File: src/rtl/tlsd_pkg.sv
`default_nettype none

package tlsd_pkg;

    localparam int unsigned CountW = 16;

    // configuration register indexes
    localparam logic CFG_TEST_MODE = 1'b0;
    localparam logic CFG_THRESHOLD = 1'b1;

    localparam logic [CountW-1:0] THRESHOLD_RESET  = 16'd300;
    localparam logic [CountW-1:0] COUNT_MAX        = 16'hFFFF;
    localparam logic [CountW-1:0] TEST_LATCH_COUNT = 16'd3;

    // high nibble tags in normal mode
    localparam logic [3:0] TAG_X_COARSE = 4'h2;
    localparam logic [3:0] TAG_X_FINE   = 4'h3;
    localparam logic [3:0] TAG_Y_COARSE = 4'h4;
    localparam logic [3:0] TAG_Y_FINE   = 4'h5;
    localparam logic [3:0] TAG_Z        = 4'h6;

    // normal level window
    localparam logic [7:0] X_FINE_LO     = 8'h30;
    localparam logic [7:0] X_FINE_HI_A   = 8'h3E;
    localparam logic [7:0] X_FINE_HI_B   = 8'h3F;
    localparam logic [7:0] X_COARSE_MAX  = 8'h2A;
    localparam logic [7:0] Y_FINE_LO     = 8'h5D;
    localparam logic [7:0] Y_FINE_HI_A   = 8'h5E;
    localparam logic [7:0] Y_FINE_HI_B   = 8'h5F;
    localparam logic [7:0] Y_COARSE_MIN  = 8'h49;

    // test mode exact codes
    localparam logic [7:0] TST_X_COARSE = 8'h32;
    localparam logic [7:0] TST_X_FINE   = 8'h33;
    localparam logic [7:0] TST_Y_COARSE = 8'h34;
    localparam logic [7:0] TST_Y_FINE   = 8'h35;
    localparam logic [7:0] TST_Z_A      = 8'h36;
    localparam logic [7:0] TST_Z_B      = 8'h37;

    typedef struct packed {
        logic advance;
        logic test_mode;
    } t_step;

endpackage

`default_nettype wire

File: src/rtl/tlsd_slots.sv
`default_nettype none

module tlsd_slots
    import tlsd_pkg::*;
(
    input  wire logic       i_clk,
    input  wire logic       i_rst_n,
    input  wire t_step      i_step,
    input  wire logic [7:0] i_byte,
    output logic            o_ok
);

    logic [7:0] r_x_coarse, r_x_fine, r_y_coarse, r_y_fine, r_z_value;
    logic [7:0] n_x_coarse, n_x_fine, n_y_coarse, n_y_fine, n_z_value;
    logic       r_fine_taken, n_fine_taken;
    logic       x_ok, y_ok, norm_ok, test_ok;

    always_comb begin
        n_x_coarse   = r_x_coarse;
        n_x_fine     = r_x_fine;
        n_y_coarse   = r_y_coarse;
        n_y_fine     = r_y_fine;
        n_z_value    = r_z_value;
        n_fine_taken = r_fine_taken;
        if (i_step.test_mode) begin
            case (i_byte) inside
                TST_X_COARSE: begin
                    n_x_coarse   = i_byte;
                    n_fine_taken = 1'b0;
                end
                TST_X_FINE: begin
                    n_x_fine     = i_byte;
                    n_fine_taken = 1'b1;
                end
                TST_Y_COARSE: n_y_coarse = i_byte;
                TST_Y_FINE:   n_y_fine   = i_byte;
                TST_Z_A, TST_Z_B: n_z_value = i_byte;
                default: ;
            endcase
        end else begin
            case (i_byte[7:4])
                TAG_X_COARSE: begin
                    n_x_coarse   = i_byte;
                    n_fine_taken = 1'b0;
                end
                TAG_X_FINE: begin
                    if (!r_fine_taken) begin
                        n_x_fine     = i_byte;
                        n_fine_taken = 1'b1;
                    end
                end
                TAG_Y_COARSE: n_y_coarse = i_byte;
                TAG_Y_FINE:   n_y_fine   = i_byte;
                TAG_Z:        n_z_value  = i_byte;
                default: ;
            endcase
        end
    end

    // window is tested on the slots after this item lands
    always_comb begin
        x_ok = (n_x_fine == X_FINE_HI_A) || (n_x_fine == X_FINE_HI_B) ||
               ((n_x_fine == X_FINE_LO) && (n_x_coarse <= X_COARSE_MAX));
        y_ok = (n_y_fine == Y_FINE_HI_A) || (n_y_fine == Y_FINE_HI_B) ||
               ((n_y_fine == Y_FINE_LO) && (n_y_coarse >= Y_COARSE_MIN));
        norm_ok = x_ok && y_ok;
        test_ok = (n_x_fine == TST_X_FINE) && (n_x_coarse == TST_X_COARSE) &&
                  (n_y_fine == TST_Y_FINE) && (n_y_coarse == TST_Y_COARSE) &&
                  (n_z_value == TST_Z_A);
        o_ok = i_step.test_mode ? test_ok : norm_ok;
    end

    always_ff @(posedge i_clk) begin
        if (!i_rst_n) begin
            r_x_coarse   <= '0;
            r_x_fine     <= '0;
            r_y_coarse   <= '0;
            r_y_fine     <= '0;
            r_z_value    <= '0;
            r_fine_taken <= 1'b0;
        end else if (i_step.advance) begin
            r_x_coarse   <= n_x_coarse;
            r_x_fine     <= n_x_fine;
            r_y_coarse   <= n_y_coarse;
            r_y_fine     <= n_y_fine;
            r_z_value    <= n_z_value;
            r_fine_taken <= n_fine_taken;
        end
    end

endmodule

`default_nettype wire

File: src/rtl/tlsd_count.sv
`default_nettype none

module tlsd_count
    import tlsd_pkg::*;
(
    input  wire logic              i_clk,
    input  wire logic              i_rst_n,
    input  wire t_step             i_step,
    input  wire logic              i_ok,
    input  wire logic [CountW-1:0] i_threshold,
    output logic [CountW-1:0]      o_count,
    output logic                   o_latch
);

    logic [CountW-1:0] r_run_count, n_run_count;
    logic              r_led_latch, n_led_latch;

    always_comb begin
        n_run_count = r_run_count;
        n_led_latch = r_led_latch;
        if (i_ok) begin
            if (r_run_count != COUNT_MAX) begin
                n_run_count = r_run_count + 1'b1;
            end
            if (i_step.test_mode) begin
                if (n_run_count == TEST_LATCH_COUNT) begin
                    n_led_latch = 1'b1;
                end
            end else if (n_run_count >= i_threshold) begin
                n_led_latch = 1'b1;
            end
        end else begin
            n_run_count = '0;
            n_led_latch = 1'b0;
        end
    end

    assign o_count = n_run_count;
    assign o_latch = n_led_latch;

    always_ff @(posedge i_clk) begin
        if (!i_rst_n) begin
            r_run_count <= '0;
            r_led_latch <= 1'b0;
        end else if (i_step.advance) begin
            r_run_count <= n_run_count;
            r_led_latch <= n_led_latch;
        end
    end

endmodule

`default_nettype wire

File: src/rtl/tilt_level_stability_detector.sv
// Tilt level stability detector.
// Input channel: i_valid / o_ready with i_rx_byte, one received byte per item.
// Output channel: o_valid / i_ready with o_level_ok, o_stable_flag and
// o_stable_count, one result item per input item, in order.
// Configuration: i_cfg_we writes i_cfg_data to register i_cfg_idx
// (0 test_mode, 1 stable_threshold) at the clock edge; write only when idle.
// Pipeline: an accepted byte waits in the input register, then slot update,
// window test and counter update run in one pass into the result register.
// Throughput: one item per cycle while the output is not stalled; the slot
// and counter registers are updated as each item moves from the input
// register to the result register.
// Stall: when i_ready is low the result register holds, the input register
// keeps one more item, and o_ready drops only when both are full.
// Reset (synchronous, active low): slots, count and flag clear, threshold
// returns to 300, test mode off, both channels empty.
`default_nettype none

module tilt_level_stability_detector
    import tlsd_pkg::*;
(
    input  wire logic              i_clk,
    input  wire logic              i_rst_n,
    input  wire logic              i_valid,
    output logic                   o_ready,
    input  wire logic [7:0]        i_rx_byte,
    output logic                   o_valid,
    input  wire logic              i_ready,
    output logic                   o_level_ok,
    output logic                   o_stable_flag,
    output logic [CountW-1:0]      o_stable_count,
    input  wire logic              i_cfg_we,
    input  wire logic              i_cfg_idx,
    input  wire logic [CountW-1:0] i_cfg_data
);

    logic              r_test_mode;
    logic [CountW-1:0] r_threshold;
    logic              r_in_valid;
    logic [7:0]        r_in_byte;
    logic              r_out_valid;
    logic              r_out_ok;
    logic              r_out_flag;
    logic [CountW-1:0] r_out_count;
    logic              out_free;
    logic              advance;
    logic              win_ok;
    logic [CountW-1:0] cnt_next;
    logic              latch_next;
    t_step             step;

    assign out_free       = !r_out_valid || i_ready;
    assign advance        = r_in_valid && out_free;
    assign o_ready        = !r_in_valid || out_free;
    assign step.advance   = advance;
    assign step.test_mode = r_test_mode;

    always_ff @(posedge i_clk) begin
        if (!i_rst_n) begin
            r_test_mode <= 1'b0;
            r_threshold <= THRESHOLD_RESET;
        end else if (i_cfg_we) begin
            unique case (i_cfg_idx)
                CFG_TEST_MODE: r_test_mode <= i_cfg_data[0];
                CFG_THRESHOLD: r_threshold <= i_cfg_data;
                default: ;
            endcase
        end
    end

    always_ff @(posedge i_clk) begin
        if (!i_rst_n) begin
            r_in_valid <= 1'b0;
        end else if (o_ready) begin
            r_in_valid <= i_valid;
        end
    end

    always_ff @(posedge i_clk) begin
        if (o_ready && i_valid) begin
            r_in_byte <= i_rx_byte;
        end
    end

    tlsd_slots u_slots (
        .i_clk   (i_clk),
        .i_rst_n (i_rst_n),
        .i_step  (step),
        .i_byte  (r_in_byte),
        .o_ok    (win_ok)
    );

    tlsd_count u_count (
        .i_clk       (i_clk),
        .i_rst_n     (i_rst_n),
        .i_step      (step),
        .i_ok        (win_ok),
        .i_threshold (r_threshold),
        .o_count     (cnt_next),
        .o_latch     (latch_next)
    );

    always_ff @(posedge i_clk) begin
        if (!i_rst_n) begin
            r_out_valid <= 1'b0;
        end else if (out_free) begin
            r_out_valid <= r_in_valid;
        end
    end

    always_ff @(posedge i_clk) begin
        if (advance) begin
            r_out_ok    <= win_ok;
            r_out_flag  <= latch_next;
            r_out_count <= cnt_next;
        end
    end

    assign o_valid        = r_out_valid;
    assign o_level_ok     = r_out_ok;
    assign o_stable_flag  = r_out_flag;
    assign o_stable_count = r_out_count;

endmodule

`default_nettype wire
File: config.mk
export PLATFORM = sky130hd
export DESIGN_NAME = tilt_level_stability_detector
export DESIGN_NICKNAME = d
export VERILOG_FILES = /design/src/rtl/tlsd_pkg.sv /design/src/rtl/tlsd_slots.sv /design/src/rtl/tlsd_count.sv /design/src/rtl/tilt_level_stability_detector.sv
export SDC_FILE = /design/constraint.sdc
export NUM_CORES = 1
export LEC_CHECK = 0
export BUFFER_PORTS_ARGS = -buffer_cell sky130_fd_sc_hd__buf_2
export CAP_MARGIN = 20
export CELL_PAD_IN_SITES_DETAIL_PLACEMENT = 0
export CELL_PAD_IN_SITES_GLOBAL_PLACEMENT = 1
export CORE_MARGIN = 5
export CORE_UTILIZATION = 30
export CTS_CLUSTER_DIAMETER = 80
export DETAILED_ROUTE_END_ITERATION = 7
export HOLD_SLACK_MARGIN = 0.1
export PLACE_DENSITY = 0.61
export SETUP_SLACK_MARGIN = 0.4
export SYNTH_ARGS = -nofsm -noshare
export SYNTH_HDL_FRONTEND = slang
export SYNTH_SLANG_ARGS = --single-unit
File: constraint.sdc
create_clock -name i_clk -period 3 [get_ports i_clk]
set_clock_uncertainty 0.1 [all_clocks]
set_input_delay 0.6 -clock i_clk [delete_from_list [all_inputs] [get_ports i_clk]]
set_output_delay 0.6 -clock i_clk [all_outputs]
set_load 0.02 [all_outputs]
Word level (Yosys, flattened, before mapping):

Cells that the tools add are included.

* bits in registers: 103
* bits of input ports: 30
* output and inout port bits: 20
* word-level logic and storage cells: 106

* $add $sub $neg: 1
* order comparisons: 3
* equality and inequality tests: 25
* mux-type cells: 38
* bitwise logic cells: 1
* reductions and logical operators: 22

Operators with widths (count)
* $mux W8: 26
* $eq A8 B6 Y1 const B: 14
* $mux W16: 3
* $eq A8 B7 Y1 const B: 3
* $add A16 B1 Y16 const B: 1
* $eq A16 B2 Y1 const B: 1
* $ge A16 B16 Y1: 1
* $ne A16 B16 Y1 const B: 1
* $eq A4 B3 Y1 const B: 3
* $logic_and A1 B1 Y1: 9
* $eq A4 B2 Y1 const B: 2
* $ge A8 B7 Y1 const B: 1
* $le A8 B6 Y1 const B: 1
* $mux W1: 8
* $logic_or A1 B1 Y1: 6
* $reduce_and A2 Y1: 2
* $ne A3 B1 Y1 const B: 1
* $reduce_and A3 Y1: 1
* $reduce_bool A3 Y1: 1
* $logic_not A1 Y1: 2
* $pmux W1 S2: 1
* $reduce_or A2 Y1: 1
* $not A1 Y1: 1

Longest topological paths before layout:

Gate-level depths: netlist (run 1).

* word-level depth: 16
* gate-level depth with buffers: 16
* gate-level depth less buffers: 16

Hierarchy:

Synthesis (run 1) repeated with hierarchy kept, for this count alone.

* cell total of the unflattened synthesis: 595
* area total of the unflattened synthesis: 5522.8 sq um

By module, submodules not included
* tlsd_slots: times used 1, cells each 256, area an instance 2189.6 sq um, sequential area each 820.8 sq um
* tlsd_count: times used 1, cells each 226, area an instance 1746.7 sq um, sequential area each 340.3 sq um
* tilt_level_stability_detector: times used 1, cells each 113, area an instance 1586.5 sq um, sequential area each 1161.1 sq um

Least setup slack after synthesis (run 1):

Ideal clock, no wire load.

* path type: register -> register
* start point: reg u_count.r_run_count[0]
* end point: reg r_out_flag, in the netlist o_stable_flag, data pin
* library setup time: 0.255 ns
* data arrival time: 2.973 ns
* required time: 2.645 ns
* slack: -0.328 ns
* stages on the path, launching flop included: 16
* clock period less this slack: 3.328 ns
* cell sequence: dfxtp_1 -> ha_1 -> nand3_1 -> nor3_1 -> nand2_1 -> nand3_1 -> o21ai_0 -> inv_1 -> ha_1 -> a21o_1 -> a211oi_1 -> o211ai_1 -> a21oi_1 -> o21bai_1 -> a41o_1 -> and2_1

* word-level cells in the longest chain between the ends: 7

RTL lines
* start: declaration: line tlsd_count.sv:15 `logic [CountW-1:0] r_run_count, n_run_count;`
* start signal: assignment: line tlsd_count.sv:46 `r_run_count <= n_run_count;`
* $add A16 B1 Y16 / $ne A16 B16 Y1 (equally long branches): line tlsd_count.sv:23, tlsd_count.sv:22
* $mux W16 (*): line tlsd_count.sv:22 `if (r_run_count != COUNT_MAX) begin`
* $mux W16 (*): line tlsd_count.sv:21 `if (i_ok) begin`
* $ge A16 B16 Y1 / $eq A16 B2 Y1 (equally long branches): line tlsd_count.sv:29, tlsd_count.sv:26
* $mux W1, on equally long branches: line tlsd_count.sv:29, tlsd_count.sv:26
* $mux W1 (*): line tlsd_count.sv:25 `if (i_step.test_mode) begin`
* $mux W1 (*): line tlsd_count.sv:21
* net latch_next: line tilt_level_stability_detector.sv:48 `logic latch_next;`
* end signal: assignment: line tilt_level_stability_detector.sv:113 `r_out_flag <= latch_next;`
* end: declaration: line tilt_level_stability_detector.sv:42 `logic r_out_flag;`

The timed path passes the listed nets; every way through them passes the cells marked *. The select of a mux whose other input is x is not followed.
A chain may end at the register's enable or synchronous reset.

Worst setup path in the final report (run 1):

* start point: reg u_count.r_run_count[6]
* end point: reg r_out_flag, in the netlist o_stable_flag, data pin

The elaborated chain is that of the path after synthesis.

==> results of run 1 <==
==> routing by layer <==
layer / up-vias / global-route usage [%] / part of all wire, %
met5: - / 0 / 0
met4: 0 / 4.42 / 1.3
met3: 13 / 3.08 / 4.5
met2: 118 / 24.9 / 46
met1: 2446 / 22.7 / 48
li1: 2506 / - / -
==> final timing paths <==
check                         startpoint                   to  slack [ps]  cells after the start
hold / removal              i_rx_byte[3]         r_in_byte[3]         320                      1
setup reg to reg  u_count.r_run_count[6]        o_stable_flag          50                     13
setup / recovery  u_count.r_run_count[6]        o_stable_flag          50                     13
hold reg to reg      u_slots.r_x_fine[4]  u_slots.r_x_fine[4]         370                      1
==> flip-flops by register name, indices dropped and copies added, names as in the netlist <==
name                  count
r_threshold              16
r_in_valid                1
u_slots.r_z_value         8
o_stable_flag             1
u_slots.r_fine_taken      1
u_slots.r_x_fine          8
r_in_byte                 8
u_count.r_led_latch       1
r_test_mode               1
o_valid                   1
u_slots.r_y_fine          8
u_slots.r_x_coarse        8
u_count.r_run_count      16
u_slots.r_y_coarse        8
o_stable_count           16
o_level_ok                1
==> timing repair <==
action | CTS | global route
setup buffers | 13 | 7
pin swaps | 13 | 8
gates resized for setup | 26 | 27
gates cloned | 1 | 0
endpoints found under the setup margin | 35 | 35
==> cell usage after synthesis, types with 4 or more instances <==
master | instances | area share, %
sky130_fd_sc_hd__a22oi_1 | 12 | 1.7
sky130_fd_sc_hd__and3_1 | 19 | 2.2
sky130_fd_sc_hd__a31o_2 | 5 | 0.81
sky130_fd_sc_hd__o221a_2 | 5 | 1.0
sky130_fd_sc_hd__edfxtp_1 | 26 | 14
sky130_fd_sc_hd__o31ai_2 | 10 | 2.3
sky130_fd_sc_hd__nor4b_1 | 4 | 0.65
sky130_fd_sc_hd__a21o_1 | 6 | 0.83
sky130_fd_sc_hd__a21oi_1 | 24 | 2.2
sky130_fd_sc_hd__nand4_1 | 16 | 1.9
sky130_fd_sc_hd__nor2b_1 | 15 | 1.7
sky130_fd_sc_hd__and2_1 | 7 | 0.81
sky130_fd_sc_hd__o21a_1 | 4 | 0.56
sky130_fd_sc_hd__nand2b_1 | 4 | 0.46
sky130_fd_sc_hd__a31oi_1 | 6 | 0.69
sky130_fd_sc_hd__mux2i_1 | 4 | 0.74
sky130_fd_sc_hd__o21ai_0 | 18 | 1.7
sky130_fd_sc_hd__clkbuf_1 | 29 | 2.0
sky130_fd_sc_hd__ha_1 | 17 | 3.9
sky130_fd_sc_hd__nor4_1 | 6 | 0.69
sky130_fd_sc_hd__dfxtp_1 | 77 | 28
sky130_fd_sc_hd__nand3_1 | 37 | 3.4
sky130_fd_sc_hd__inv_1 | 41 | 2.8
sky130_fd_sc_hd__a21boi_0 | 19 | 2.6
sky130_fd_sc_hd__nor2_1 | 45 | 3.1
sky130_fd_sc_hd__o211ai_1 | 8 | 1.1
sky130_fd_sc_hd__xnor2_1 | 4 | 0.65
sky130_fd_sc_hd__nand2_1 | 75 | 5.2
sky130_fd_sc_hd__o31ai_1 | 9 | 1.2
sky130_fd_sc_hd__nor3_1 | 10 | 0.93
==> cell families (layout without fill, tap and decap cells) <==
group | after synthesis | count (layout) | synth area share [%]
AO/OA/AOI/OAI | 155 | 156 | 21.7
XOR/XNOR | 6 | 6 | 0.972
AND/OR/NAND/NOR | 257 | 257 | 24.1
buffers and inverters | 76 | 200 | 5.62
multiplexers | 4 | 4 | 0.740
adder cells (fa/ha/maj) | 17 | 17 | 3.93
flip-flops | 103 | 103 | 42.9
==> area by class of cell <==
cell class,count,area [um2]
fill,1783,10600
multi-input combinational,440,3160
sequential,103,2340
timing repair buffer,142,1000
tap,229,287
clock buffer,10,229
inverter,42,158
clock inverter,6,85.1
==> through the flow <==
step | setup slack [ps] | TNS, ps
final | 45.8 | 0
after floorplan | 189 | 0
after detailed placement | -96.3 | -268
after CTS | -20.9 | -20.9
after global routing | -85.6 | -85.6
after global placement | -119 | -119
==> power groups by stage <==
stage / Combinational (mW) / Sequential, mW / Clock (mW)
after CTS: 0.294 / 1.48 / 1.30
final: 0.299 / 1.48 / 1.27
after global routing: 0.328 / 1.49 / 1.35
after floorplan: 0.150 / 1.52 / 0
after global placement: 0.272 / 1.51 / 0
after detailed placement: 0.275 / 1.52 / 0
==> flow_summary.html, run 1 <==
<table>
<tr><th>Metric</th><th>Value</th></tr>
<tr><th colspan="2">Outcome</th></tr>
<tr><td>Result of the run</td><td>completed</td></tr>
<tr><th colspan="2">Setup path</th></tr>
<tr><td>Setup crit start kind</td><td>flop</td></tr>
<tr><td>Critical path, cell by cell</td><td>nand3_4, nor3_4, nand2_4, mux2i_2, inv_1, ha_1, a21o_1, a21oi_1, o211ai_1, a21oi_1, o21bai_1, a41o_1, and2_1</td></tr>
<tr><td>Most common cell type on the critical path</td><td>sky130_fd_sc_hd__a21oi_1</td></tr>
<tr><td>Data required time at the worst endpoint</td><td>3010 ps</td></tr>
<tr><td>Number of buffer and inverter stages on the critical path</td><td>1</td></tr>
<tr><td>Maximum cell stage delay along the critical path</td><td>420 ps</td></tr>
<tr><td>Arrival time worst endpoint</td><td>2970 ps</td></tr>
<tr><td>Largest delay share family, worst path</td><td>compound AO/OA/AOI/OAI gates</td></tr>
<tr><td>Critical Path Fanout Max</td><td>6</td></tr>
<tr><td>CP max-delay cell</td><td>sky130_fd_sc_hd__dfxtp_2</td></tr>
<tr><td>Crit. End Element</td><td>flop</td></tr>
<tr><td>Path type of the worst setup path</td><td>flop to flop</td></tr>
<tr><th colspan="2">Pwr</th></tr>
<tr><td>Cell-internal power</td><td>2.31 mW</td></tr>
<tr><td>Power Density</td><td>419 nW/um2</td></tr>
<tr><td>Relative contribution of sequential cells to total power</td><td>slightly below 50%</td></tr>
<tr><td>Part of the power in combinational logic</td><td>about 10%</td></tr>
<tr><td>Net switching share of the total power</td><td>24.3%</td></tr>
<tr><td>Leak Pwr</td><td>2.95 nW</td></tr>
<tr><td>Power consumption</td><td>3.05 mW</td></tr>
<tr><td>Worst vdd rail ir drop</td><td>267 uV</td></tr>
<tr><td>Share of total power in the clock network</td><td>41.5%</td></tr>
<tr><td>Switching power</td><td>about 740 uW</td></tr>
<tr><th colspan="2">Final layout</th></tr>
<tr><td>Commonest cells after routing, fill and taps aside</td><td>87 x sky130_fd_sc_hd__buf_4, 74 x sky130_fd_sc_hd__nand2_1, 69 x sky130_fd_sc_hd__dfxtp_1</td></tr>
<tr><td>Count of non-filler cells in the finished layout</td><td>972</td></tr>
<tr><td>Most frequent standard cell in the layout excluding fill and tap cells</td><td>sky130_fd_sc_hd__buf_4</td></tr>
<tr><td>Number of nets in the layout</td><td>785</td></tr>
<tr><td>Antenna diode instance count</td><td>0</td></tr>
<tr><td>Relative area change from synthesis to final layout</td><td>34.2%</td></tr>
<tr><td>Share of layout cells above drive strength 1</td><td>32.4%</td></tr>
<tr><td>Final core utilization</td><td>40.7%</td></tr>
<tr><td>Design Area, Final</td><td>7260 um2</td></tr>
<tr><th colspan="2">Clock network</th></tr>
<tr><td>Count of hold buffers inserted by post-cts repair</td><td>0</td></tr>
<tr><td>Root Buffer</td><td>sky130_fd_sc_hd__clkbuf_16</td></tr>
<tr><td>TritonCTS clock tree</td><td>yes</td></tr>
<tr><td>Clock H-tree levels</td><td>3</td></tr>
<tr><td>Number of CTS-inserted buffers</td><td>9</td></tr>
<tr><td>Clock slew at reported path FFs</td><td>70 ps</td></tr>
<tr><td>Clk Latency, worst-skew pair</td><td>360 ps</td></tr>
<tr><td>Clock tree sinks</td><td>around 100</td></tr>
<tr><td>Maximum count of clock buffers along a single path</td><td>2</td></tr>
<tr><th colspan="2">Timing</th></tr>
<tr><td>Unrepaired setup endpoints after global routing</td><td>yes</td></tr>
<tr><td>Final worst path period share</td><td>98.5%</td></tr>
<tr><td># setup viols final</td><td>0</td></tr>
<tr><td>Final number of hold-violating endpoints</td><td>0</td></tr>
<tr><td>Final hold slack</td><td>319 ps</td></tr>
<tr><td>Final slew viol count</td><td>0</td></tr>
<tr><td>Maximum operating frequency</td><td>approximately 0.34 GHz</td></tr>
<tr><td>Post-layout min period</td><td>2950 ps</td></tr>
<tr><td>Worst Max-Slew Pin Slew</td><td>~670 ps</td></tr>
<tr><td>Worst slew slack as a fraction of its limit</td><td>55.4%</td></tr>
<tr><th colspan="2">Synthesis</th></tr>
<tr><td>Number of standard cells after synthesis</td><td>618</td></tr>
<tr><td>Mean area per synthesized cell</td><td>just under 9 um2</td></tr>
<tr><td>Flop and latch count out of synthesis</td><td>103</td></tr>
<tr><td>Sequential share of the synthesized area</td><td>42.9%</td></tr>
<tr><td>Count of cell types in the netlist</td><td>64</td></tr>
<tr><td>Number of warning messages in the yosys log</td><td>0</td></tr>
<tr><td>Net Count, Synth</td><td>665</td></tr>
<tr><td>Cell area after synthesis</td><td>5410 um2</td></tr>
<tr><td>Count of flip-flops with a built-in enable after synthesis</td><td>26</td></tr>
<tr><td>Share of synthesized registers carrying an async set or reset</td><td>0%</td></tr>
<tr><td>Most used flip-flop cell after synthesis</td><td>sky130_fd_sc_hd__dfxtp_1</td></tr>
<tr><th colspan="2">GRT</th></tr>
<tr><td>Pin count of the biggest net entering global routing</td><td>50</td></tr>
<tr><td>Antenna violations before repair</td><td>0</td></tr>
<tr><td>Vias in the first global route</td><td>4928</td></tr>
<tr><td>Overall global routing resource usage</td><td>16.0%</td></tr>
<tr><td>First-pass GRT wire length</td><td>roughly 26000 um</td></tr>
<tr><td>Congestion Overflow GR</td><td>0</td></tr>
<tr><th colspan="2">Route</th></tr>
<tr><td>Pre-antenna DRT Iters</td><td>5</td></tr>
<tr><td>Residual DRC</td><td>0</td></tr>
<tr><td>Detailed Route WL</td><td>16300 um</td></tr>
<tr><td>Average wire length per cell after detail routing</td><td>16.8 um</td></tr>
<tr><td>Post-route ant nets</td><td>0</td></tr>
<tr><td>Iteration-0 DRC Markers</td><td>339</td></tr>
<tr><td>Vias/cell</td><td>5.23</td></tr>
<tr><td>Vias</td><td>5083</td></tr>
<tr><th colspan="2">Place</th></tr>
<tr><td>Final estimated routing congestion in global placement</td><td>approximately 0.90</td></tr>
<tr><td>Placed inst area</td><td>approximately 6500 um2</td></tr>
<tr><td>Buffers added on ports</td><td>49</td></tr>
<tr><td>Placed cell count</td><td>935</td></tr>
<tr><td>Half-perimeter wire length of the detailed placement result</td><td>11700 um</td></tr>
<tr><th colspan="2">Floorplanning</th></tr>
<tr><td>Horizontal die dimension</td><td>144 um</td></tr>
<tr><td>Top-Level Pins</td><td>50</td></tr>
<tr><td>Floorplan die area</td><td>roughly 21000 um2</td></tr>
<tr><td>Site row count</td><td>49</td></tr>
<tr><td>Area inside the core boundary</td><td>around 18000 um2</td></tr>
<tr><td>Vert. Die Dim</td><td>144 um</td></tr>
<tr><td>Effective utilization at floorplan</td><td>30.3%</td></tr>
<tr><th colspan="2">Hold path</th></tr>
<tr><td>Tightest Hold Check Type</td><td>input port to flop</td></tr>
<tr><th colspan="2">Flow run</th></tr>
<tr><td>Count of max-cap constraint violations</td><td>0</td></tr>
</table>
Power figures use the tool's default switching activity.
==> inputs of run 2 (changes only) <==
--- a/config.mk
+++ b/config.mk
@@ -15,6 +15,7 @@
 export DETAILED_ROUTE_END_ITERATION = 7
 export HOLD_SLACK_MARGIN = 0.1
 export PLACE_DENSITY = 0.61
+export RECOVER_POWER = 25
 export SETUP_SLACK_MARGIN = 0.4
 export SYNTH_ARGS = -nofsm -noshare
 export SYNTH_HDL_FRONTEND = slang
==> flow_summary.html, run 2 (synthesis gave the netlist of run 1 again) <==
<table>
<tr><th>Metric</th><th>Value</th></tr>
<tr><th colspan="2">Place</th></tr>
<tr><td>Half-perimeter wire length of the detailed placement result</td><td>11700 um (unchanged)</td></tr>
<tr><td>Placed cell count</td><td>935 (unchanged)</td></tr>
<tr><td>Placed inst area</td><td>6510 um2 (unchanged)</td></tr>
<tr><td>Final estimated routing congestion in global placement</td><td>0.899 (unchanged)</td></tr>
<tr><td>Post-Place Setup Slack</td><td>-96.3 ps (unchanged)</td></tr>
<tr><td>Buffers added on ports</td><td>49 (unchanged)</td></tr>
<tr><th colspan="2">Floorplanning</th></tr>
<tr><td>Top-Level Pins</td><td>50 (unchanged)</td></tr>
<tr><td>Site row count</td><td>49 (unchanged)</td></tr>
<tr><td>Horizontal die dimension</td><td>144 um (unchanged)</td></tr>
<tr><td>Vert. Die Dim</td><td>144 um (unchanged)</td></tr>
<tr><td>Floorplan die area</td><td>20800 um2 (unchanged)</td></tr>
<tr><td>Effective utilization at floorplan</td><td>30.3% (unchanged)</td></tr>
<tr><td>Area inside the core boundary</td><td>17800 um2 (unchanged)</td></tr>
<tr><th colspan="2">Clock network</th></tr>
<tr><td>TritonCTS clock tree</td><td>yes (unchanged)</td></tr>
<tr><td>Clk Latency, worst-skew pair</td><td>360 ps (about the same)</td></tr>
<tr><td>Clock slew at reported path FFs</td><td>70 ps (about the same)</td></tr>
<tr><td>Maximum count of clock buffers along a single path</td><td>2 (unchanged)</td></tr>
<tr><td>Number of CTS-inserted buffers</td><td>9 (unchanged)</td></tr>
<tr><td>Root Buffer</td><td>sky130_fd_sc_hd__clkbuf_16 (unchanged)</td></tr>
<tr><td>Clock H-tree levels</td><td>3 (unchanged)</td></tr>
<tr><td>Count of hold buffers inserted by post-cts repair</td><td>0 (unchanged)</td></tr>
<tr><td>Clock tree sinks</td><td>103 (unchanged)</td></tr>
<tr><th colspan="2">Timing</th></tr>
<tr><td>Final slew viol count</td><td>0 (unchanged)</td></tr>
<tr><td>Post-layout min period</td><td>2950 ps (about the same)</td></tr>
<tr><td>Final setup TNS</td><td>0 ps (unchanged)</td></tr>
<tr><td># setup viols final</td><td>0 (unchanged)</td></tr>
<tr><td>Final worst path period share</td><td>98.5% (about the same)</td></tr>
<tr><td>Final number of hold-violating endpoints</td><td>0 (unchanged)</td></tr>
<tr><td>Worst slew slack as a fraction of its limit</td><td>19.7% (was 55.4%)</td></tr>
<tr><td>Maximum operating frequency</td><td>0.338 GHz (about the same)</td></tr>
<tr><td>Worst Setup Slack, final</td><td>45.1 ps (was 45.8 ps)</td></tr>
<tr><td>Worst Max-Slew Pin Slew</td><td>1200 ps (was 669 ps)</td></tr>
<tr><td>Final hold slack</td><td>319 ps (about the same)</td></tr>
<tr><td>Unrepaired setup endpoints after global routing</td><td>yes (unchanged)</td></tr>
<tr><th colspan="2">Final layout</th></tr>
<tr><td>Count of non-filler cells in the finished layout</td><td>972 (unchanged)</td></tr>
<tr><td>Fill cell count</td><td>1781 (was 1783)</td></tr>
<tr><td>Area used by multi-input combinational logic</td><td>3160 um2 (unchanged)</td></tr>
<tr><td>Number of nets in the layout</td><td>785 (unchanged)</td></tr>
<tr><td>Most frequent standard cell in the layout excluding fill and tap cells</td><td>sky130_fd_sc_hd__buf_4 (unchanged)</td></tr>
<tr><td>Final core utilization</td><td>40.6% (was 40.7%)</td></tr>
<tr><td>Area taken by flip-flops and latches</td><td>2340 um2 (unchanged)</td></tr>
<tr><td>Relative area change from synthesis to final layout</td><td>33.9% (was 34.2%)</td></tr>
<tr><td>Design Area, Final</td><td>7240 um2 (was 7260 um2)</td></tr>
<tr><td>Antenna diode instance count</td><td>0 (unchanged)</td></tr>
<tr><td>Share of layout cells above drive strength 1</td><td>32.2% (was 32.4%)</td></tr>
<tr><td>Commonest cells after routing, fill and taps aside</td><td>86 x sky130_fd_sc_hd__buf_4, 74 x sky130_fd_sc_hd__nand2_1, 69 x sky130_fd_sc_hd__dfxtp_1 (was 87 x sky130_fd_sc_hd__buf_4, 74 x sky130_fd_sc_hd__nand2_1, 69 x sky130_fd_sc_hd__dfxtp_1)</td></tr>
<tr><th colspan="2">Setup path</th></tr>
<tr><td>Path type of the worst setup path</td><td>flop to flop (unchanged)</td></tr>
<tr><td>Worst reg2reg path depth</td><td>15 (was 13)</td></tr>
<tr><td>Critical path, cell by cell</td><td>ha_4, nand3_4, nor3_4, nand2_4, nand3_2, o21ai_2, inv_2, ha_4, a21o_1, a211oi_2, o211ai_1, a21oi_1, o21bai_1, a41o_1, and2_1 (was nand3_4, nor3_4, nand2_4, mux2i_2, inv_1, ha_1, a21o_1, a21oi_1, o211ai_1, a21oi_1, o21bai_1, a41o_1, and2_1)</td></tr>
<tr><td>Data required time at the worst endpoint</td><td>3010 ps (about the same)</td></tr>
<tr><td>Crit. End Element</td><td>flop (unchanged)</td></tr>
<tr><td>Setup crit start kind</td><td>flop (unchanged)</td></tr>
<tr><td>Beginning of the critical path</td><td>u_count.r_run_count[0] (was u_count.r_run_count[6])</td></tr>
<tr><td>Startpoint of the worst register-to-register path</td><td>u_count.r_run_count[0] (was u_count.r_run_count[6])</td></tr>
<tr><td>Arrival time worst endpoint</td><td>2970 ps (about the same)</td></tr>
<tr><td>Most common cell type on the critical path</td><td>sky130_fd_sc_hd__ha_4 (was sky130_fd_sc_hd__a21oi_1)</td></tr>
<tr><td>Largest delay share family, worst path</td><td>compound AO/OA/AOI/OAI gates (unchanged)</td></tr>
<tr><td>Timing endpoint of the critical path</td><td>o_stable_flag (unchanged)</td></tr>
<tr><td>Critical Path Fanout Max</td><td>6 (unchanged)</td></tr>
<tr><td>Maximum cell stage delay along the critical path</td><td>360 ps (was 420 ps)</td></tr>
<tr><td>Number of buffer and inverter stages on the critical path</td><td>1 (unchanged)</td></tr>
<tr><td>Destination of the worst register-to-register timing path</td><td>o_stable_flag (unchanged)</td></tr>
<tr><td>Worst-case register-to-register setup slack</td><td>50 ps (about the same)</td></tr>
<tr><td>CP max-delay cell</td><td>sky130_fd_sc_hd__dfxtp_4 (was sky130_fd_sc_hd__dfxtp_2)</td></tr>
<tr><td>Number of cells on the critical path</td><td>15 (was 13)</td></tr>
<tr><th colspan="2">Route</th></tr>
<tr><td>Iteration-0 DRC Markers</td><td>337 (was 339)</td></tr>
<tr><td>Vias</td><td>5082 (was 5083)</td></tr>
<tr><td>Detailed Route WL</td><td>16400 um (was 16300 um)</td></tr>
<tr><td>Average wire length per cell after detail routing</td><td>16.9 um (was 16.8 um)</td></tr>
<tr><td>Vias/cell</td><td>5.23 (about the same)</td></tr>
<tr><td>Post-route ant nets</td><td>0 (unchanged)</td></tr>
<tr><td>Pre-antenna DRT Iters</td><td>5 (unchanged)</td></tr>
<tr><td>Residual DRC</td><td>0 (unchanged)</td></tr>
<tr><th colspan="2">GRT</th></tr>
<tr><td>Congestion Overflow GR</td><td>0 (unchanged)</td></tr>
<tr><td>Vias in the first global route</td><td>4928 (unchanged)</td></tr>
<tr><td>First-pass GRT wire length</td><td>26300 um (unchanged)</td></tr>
<tr><td>Overall global routing resource usage</td><td>16.0% (unchanged)</td></tr>
<tr><td>Antenna violations before repair</td><td>0 (unchanged)</td></tr>
<tr><td>Pin count of the biggest net entering global routing</td><td>50 (unchanged)</td></tr>
<tr><th colspan="2">Pwr</th></tr>
<tr><td>Worst vdd rail ir drop</td><td>267 uV (about the same)</td></tr>
<tr><td>Leak Pwr</td><td>2.94 nW (was 2.95 nW)</td></tr>
<tr><td>Cell-internal power</td><td>2.30 mW (was 2.31 mW)</td></tr>
<tr><td>Share of total power in the clock network</td><td>41.6% (was 41.5%)</td></tr>
<tr><td>Net switching share of the total power</td><td>24.3% (about the same)</td></tr>
<tr><td>Power Density</td><td>421 nW/um2 (was 419 nW/um2)</td></tr>
<tr><td>Power consumption</td><td>3.05 mW (about the same)</td></tr>
<tr><td>Part of the power in combinational logic</td><td>9.7% (was 9.8%)</td></tr>
<tr><td>Switching power</td><td>741 uW (was 739 uW)</td></tr>
<tr><td>Relative contribution of sequential cells to total power</td><td>48.7% (was 48.6%)</td></tr>
<tr><th colspan="2">Hold path</th></tr>
<tr><td>Launch instance of the worst min-delay path</td><td>i_rx_byte[3] (unchanged)</td></tr>
<tr><td>Tightest Hold Check Type</td><td>input port to flop (unchanged)</td></tr>
<tr><th colspan="2">Flow run</th></tr>
<tr><td>Count of max-cap constraint violations</td><td>0 (unchanged)</td></tr>
<tr><th colspan="2">Outcome</th></tr>
<tr><td>Result of the run</td><td>completed (unchanged)</td></tr>
</table>
run 2: cell count changes in the layout (fill, tap and decap cells not counted), sizes merged:
cell    delta
buf        -3
clkbuf     +3
run 2: how the worst min path moves through the flow:
stage / end / slack, ps / cells after the start
2_1_floorplan: u_slots.r_x_fine[4] / 340 / 1
3_3_place_gp: u_slots.r_x_fine[4] / 350 / 1
3_5_place_dp: u_slots.r_x_fine[4] / 360 / 1
4_1_cts: r_in_byte[3] / 300 / 1
5_1_grt: r_in_byte[3] / 310 / 1
6_report: r_in_byte[3] / 320 / 1
run 2: layout make-up:
class | instances | share of cell area, %
clock buffer | 10 | 3.16
clock inverter | 6 | 1.18
inverter | 42 | 2.18
multi-input combinational | 440 | 43.7
sequential | 103 | 32.3
tap | 229 | 3.96
timing repair buffer | 142 | 13.5
run 2: what timing repair did:
action | in CTS | in global routing
pin swaps | 13 | 8
setup buffers | 13 | 7
cloned | 1 | 0
setup endpoints to repair | 35 | 35
gates resized for setup | 26 | 27
run 2: power by group through the flow:
stage	Sequential, mW	Clock [mW]	Combinational, mW
3_5_place_dp	1.52	0	0.275
5_1_grt	1.49	1.35	0.325
3_3_place_gp	1.51	0	0.272
2_1_floorplan	1.52	0	0.150
6_report	1.48	1.27	0.297
4_1_cts	1.48	1.30	0.294
run 2: per-layer routing:
layer | track usage [%] | part of all wire [%] | up-vias
met4 | 4.42 | 1.2 | 0
met2 | 24.9 | 46 | 109
met5 | 0 | 0 | -
li1 | - | - | 2505
met3 | 3.08 | 4.2 | 11
met1 | 22.7 | 48 | 2457
==> inputs of run 3 (changes only) <==
--- a/config.mk
+++ b/config.mk
@@ -11,8 +11,10 @@
 export CELL_PAD_IN_SITES_GLOBAL_PLACEMENT = 1
 export CORE_MARGIN = 5
 export CORE_UTILIZATION = 30
+export CTS_BUF_LIST = sky130_fd_sc_hd__clkbuf_2 sky130_fd_sc_hd__clkbuf_4 sky130_fd_sc_hd__clkbuf_8
 export CTS_CLUSTER_DIAMETER = 80
 export DETAILED_ROUTE_END_ITERATION = 7
+export GPL_ROUTABILITY_DRIVEN = 0
 export HOLD_SLACK_MARGIN = 0.1
 export PLACE_DENSITY = 0.61
 export RECOVER_POWER = 25
==> flow_summary.html, run 3 (synthesis gave the netlist of run 1 again) <==
<table>
<tr><th>Metric</th><th>Value</th></tr>
<tr><th colspan="2">Outcome</th></tr>
<tr><td>Result of the run</td><td>finished with violations (was completed)</td></tr>
<tr><td>Violated checks</td><td>setup timing</td></tr>
<tr><th colspan="2">Final layout</th></tr>
<tr><td>Fill cell count</td><td>1765 (was 1781)</td></tr>
<tr><td>Count of non-filler cells in the finished layout</td><td>978 (was 972)</td></tr>
<tr><td>Design Area, Final</td><td>7420 um2 (was 7240 um2)</td></tr>
<tr><td>Most frequent standard cell in the layout excluding fill and tap cells</td><td>sky130_fd_sc_hd__buf_4 (unchanged)</td></tr>
<tr><td>Final core utilization</td><td>41.6% (was 40.6%)</td></tr>
<tr><td>Share of layout cells above drive strength 1</td><td>36.0% (was 32.2%)</td></tr>
<tr><td>Number of nets in the layout</td><td>791 (was 785)</td></tr>
<tr><td>Relative area change from synthesis to final layout</td><td>37.2% (was 33.9%)</td></tr>
<tr><td>Commonest cells after routing, fill and taps aside</td><td>88 x sky130_fd_sc_hd__buf_4, 71 x sky130_fd_sc_hd__nand2_1, 68 x sky130_fd_sc_hd__dfxtp_1 (was 86 x sky130_fd_sc_hd__buf_4, 74 x sky130_fd_sc_hd__nand2_1, 69 x sky130_fd_sc_hd__dfxtp_1)</td></tr>
<tr><td>Antenna diode instance count</td><td>0 (unchanged)</td></tr>
<tr><th colspan="2">Clock network</th></tr>
<tr><td>Maximum count of clock buffers along a single path</td><td>2 (unchanged)</td></tr>
<tr><td>Clk Latency, worst-skew pair</td><td>390 ps (was 360 ps)</td></tr>
<tr><td>Clock H-tree levels</td><td>3 (unchanged)</td></tr>
<tr><td>Clock tree sinks</td><td>103 (unchanged)</td></tr>
<tr><td>Number of CTS-inserted buffers</td><td>9 (unchanged)</td></tr>
<tr><td>Clock slew at reported path FFs</td><td>110 ps (was 70 ps)</td></tr>
<tr><td>TritonCTS clock tree</td><td>yes (unchanged)</td></tr>
<tr><td>Root Buffer</td><td>sky130_fd_sc_hd__clkbuf_8 (was sky130_fd_sc_hd__clkbuf_16)</td></tr>
<tr><th colspan="2">Floorplanning</th></tr>
<tr><td>Effective utilization at floorplan</td><td>30.3% (unchanged)</td></tr>
<tr><td>Top-Level Pins</td><td>50 (unchanged)</td></tr>
<tr><td>Floorplan die area</td><td>20800 um2 (unchanged)</td></tr>
<tr><td>Site row count</td><td>49 (unchanged)</td></tr>
<tr><td>Horizontal die dimension</td><td>144 um (unchanged)</td></tr>
<tr><td>Vert. Die Dim</td><td>144 um (unchanged)</td></tr>
<tr><td>Area inside the core boundary</td><td>17800 um2 (unchanged)</td></tr>
<tr><th colspan="2">Timing</th></tr>
<tr><td>Post-layout min period</td><td>3000 ps (was 2950 ps)</td></tr>
<tr><td>Unrepaired setup endpoints after global routing</td><td>yes (unchanged)</td></tr>
<tr><td>Worst slew slack as a fraction of its limit</td><td>17.6% (was 19.7%)</td></tr>
<tr><td>Maximum operating frequency</td><td>0.333 GHz (was 0.338 GHz)</td></tr>
<tr><td>Final worst path period share</td><td>100% (was 98.5%)</td></tr>
<tr><td># setup viols final</td><td>1 (was 0)</td></tr>
<tr><td>Final hold slack</td><td>287 ps (was 319 ps)</td></tr>
<tr><td>Worst Max-Slew Pin Slew</td><td>1240 ps (was 1200 ps)</td></tr>
<tr><td>Worst Setup Slack, final</td><td>-2.62 ps (was 45.1 ps)</td></tr>
<tr><td>Final number of hold-violating endpoints</td><td>0 (unchanged)</td></tr>
<tr><td>Final slew viol count</td><td>0 (unchanged)</td></tr>
<tr><th colspan="2">Route</th></tr>
<tr><td>Vias</td><td>5113 (was 5082)</td></tr>
<tr><td>Vias/cell</td><td>5.23 (about the same)</td></tr>
<tr><td>Residual DRC</td><td>0 (unchanged)</td></tr>
<tr><td>Average wire length per cell after detail routing</td><td>17.1 um (was 16.9 um)</td></tr>
<tr><td>Pre-antenna DRT Iters</td><td>5 (unchanged)</td></tr>
<tr><td>Detailed Route WL</td><td>16700 um (was 16400 um)</td></tr>
<tr><td>Post-route ant nets</td><td>0 (unchanged)</td></tr>
<tr><td>Iteration-0 DRC Markers</td><td>299 (was 337)</td></tr>
<tr><th colspan="2">Place</th></tr>
<tr><td>Half-perimeter wire length of the detailed placement result</td><td>11700 um (unchanged)</td></tr>
<tr><td>Buffers added on ports</td><td>49 (unchanged)</td></tr>
<tr><td>Post-Place Setup Slack</td><td>-96.3 ps (unchanged)</td></tr>
<tr><td>Placed cell count</td><td>935 (unchanged)</td></tr>
<tr><td>Placed inst area</td><td>6510 um2 (unchanged)</td></tr>
<tr><th colspan="2">Hold path</th></tr>
<tr><td>Hold-critical path depth</td><td>1 (unchanged)</td></tr>
<tr><td>Tightest Hold Check Type</td><td>input port to flop (unchanged)</td></tr>
<tr><td>Launch instance of the worst min-delay path</td><td>i_rx_byte[3] (unchanged)</td></tr>
<tr><td>Worst Hold Path EP</td><td>r_in_byte[3] (unchanged)</td></tr>
<tr><th colspan="2">Pwr</th></tr>
<tr><td>Leak Pwr</td><td>2.94 nW (about the same)</td></tr>
<tr><td>Worst vdd rail ir drop</td><td>167 uV (was 267 uV)</td></tr>
<tr><td>Power Density</td><td>374 nW/um2 (was 421 nW/um2)</td></tr>
<tr><th colspan="2">GRT</th></tr>
<tr><td>Vias in the first global route</td><td>4932 (was 4928)</td></tr>
<tr><td>Antenna violations before repair</td><td>0 (unchanged)</td></tr>
<tr><td>First-pass GRT wire length</td><td>26300 um (about the same)</td></tr>
<tr><td>Overall global routing resource usage</td><td>15.9% (was 16.0%)</td></tr>
<tr><td>Pin count of the biggest net entering global routing</td><td>50 (unchanged)</td></tr>
<tr><td>Congestion Overflow GR</td><td>0 (unchanged)</td></tr>
<tr><th colspan="2">Setup path</th></tr>
<tr><td>Critical Path Fanout Max</td><td>6 (unchanged)</td></tr>
<tr><td>Largest delay share family, worst path</td><td>compound AO/OA/AOI/OAI gates (unchanged)</td></tr>
<tr><td>Startpoint of the worst register-to-register path</td><td>u_count.r_run_count[1] (was u_count.r_run_count[0])</td></tr>
<tr><td>Most common cell type on the critical path</td><td>sky130_fd_sc_hd__ha_4 (unchanged)</td></tr>
<tr><td>Path type of the worst setup path</td><td>flop to flop (unchanged)</td></tr>
<tr><td>Worst-case register-to-register setup slack</td><td>-3 ps (was 50 ps)</td></tr>
<tr><td>Crit. End Element</td><td>flop (unchanged)</td></tr>
<tr><td>Critical path, cell by cell</td><td>ha_4, nand3_4, nor3_4, nand2_4, nand3_2, o21ai_2, inv_2, ha_4, a21o_1, a211oi_2, o211ai_1, a21oi_1, o21bai_1, a41o_1, and2_1 (unchanged)</td></tr>
<tr><td>Number of buffer and inverter stages on the critical path</td><td>1 (unchanged)</td></tr>
<tr><td>Worst reg2reg path depth</td><td>15 (unchanged)</td></tr>
<tr><td>CP max-delay cell</td><td>sky130_fd_sc_hd__dfxtp_2 (was sky130_fd_sc_hd__dfxtp_4)</td></tr>
<tr><td>Maximum cell stage delay along the critical path</td><td>370 ps (was 360 ps)</td></tr>
<tr><td>Destination of the worst register-to-register timing path</td><td>o_stable_flag (unchanged)</td></tr>
<tr><td>Setup crit start kind</td><td>flop (unchanged)</td></tr>
<tr><td>Data required time at the worst endpoint</td><td>3040 ps (was 3010 ps)</td></tr>
<tr><td>Arrival time worst endpoint</td><td>3050 ps (was 2970 ps)</td></tr>
<tr><th colspan="2">Flow run</th></tr>
<tr><td>Count of max-cap constraint violations</td><td>0 (unchanged)</td></tr>
</table>
## run 3: cell types whose count changed in the layout (fill, tap and decap cells not counted), sizes merged
cell / previous run / this run
buf: 139 / 143
clkbuf: 13 / 15
clkinv: 3 / 4
inv: 41 / 40
## run 3: where the power goes
| part | switching, mW | leakage [nW] | internal [mW] | total, mW |
|---|---|---|---|---|
| clock | 0.502 | 0.106 | 0.477 | 0.979 |
| combinational | 0.187 | 1.97 | 0.127 | 0.314 |
| sequential | 0.0244 | 0.871 | 1.46 | 1.48 |
| total | 0.713 | 2.94 | 2.06 | 2.77 |
## run 3: worst register-to-register path, stage by stage, from the launching register on
cell                       delay [ps]
sky130_fd_sc_hd__dfxtp_2          370
sky130_fd_sc_hd__ha_4             160
sky130_fd_sc_hd__nand3_4          100
sky130_fd_sc_hd__nor3_4           220
sky130_fd_sc_hd__nand2_4          170
sky130_fd_sc_hd__nand3_2          110
sky130_fd_sc_hd__o21ai_2          100
sky130_fd_sc_hd__inv_2            110
sky130_fd_sc_hd__ha_4             210
sky130_fd_sc_hd__a21o_1           160
sky130_fd_sc_hd__a211oi_2         200
sky130_fd_sc_hd__o211ai_1         140
sky130_fd_sc_hd__a21oi_1          150
sky130_fd_sc_hd__o21bai_1          80
sky130_fd_sc_hd__a41o_1           230
sky130_fd_sc_hd__and2_1           160
## run 3: layout make-up
| class | count | area [um2] | area share, % |
|---|---|---|---|
| multi-input combinational | 440 | 3360 | 45.3 |
| inverter | 42 | 163 | 2.19 |
| sequential | 103 | 2340 | 31.6 |
| clock buffer | 10 | 131 | 1.77 |
| tap | 229 | 287 | 3.86 |
| clock inverter | 6 | 85.1 | 1.15 |
| timing repair buffer | 148 | 1050 | 14.2 |
## run 3: through the flow
step	total power, mW	TNS (ps)
after floorplan	1.67	0
after global placement	1.79	-119
after detailed placement	1.79	-268
after CTS	2.79	-22.0
after global routing	2.89	-103
final	2.77	-2.62
## run 3: what timing repair did
item	CTS	global route
hold buffers	0	0
pin swaps	13	16
buffers inserted	9	15
gates resized for setup	25	78
cloned	1	2
endpoints found under the setup margin	35	35
## run 3: layer usage
layer  routed length [um]  vias to the layer above  track usage, %
met1                 7870                     2468            22.7
met2                 7860                      122            24.7
met4                  165                        0            4.12
met5                    0                        -               0
li1                     -                     2515               -
met3                  790                        8            3.27
## run 3: how the worst max path moves through the flow
stage	startpoint	to	slack, ps	depth (start not counted)
floorplan	u_count.r_run_count[0]	o_stable_flag	190	14
global placement	u_count.r_run_count[3]	o_stable_flag	-120	15
detailed placement	u_count.r_run_count[3]	o_stable_flag	-100	15
CTS	u_count.r_run_count[0]	o_stable_flag	-20	14
global route	u_count.r_run_count[1]	o_stable_flag	-90	14
finish	u_count.r_run_count[1]	o_stable_flag	-3	15
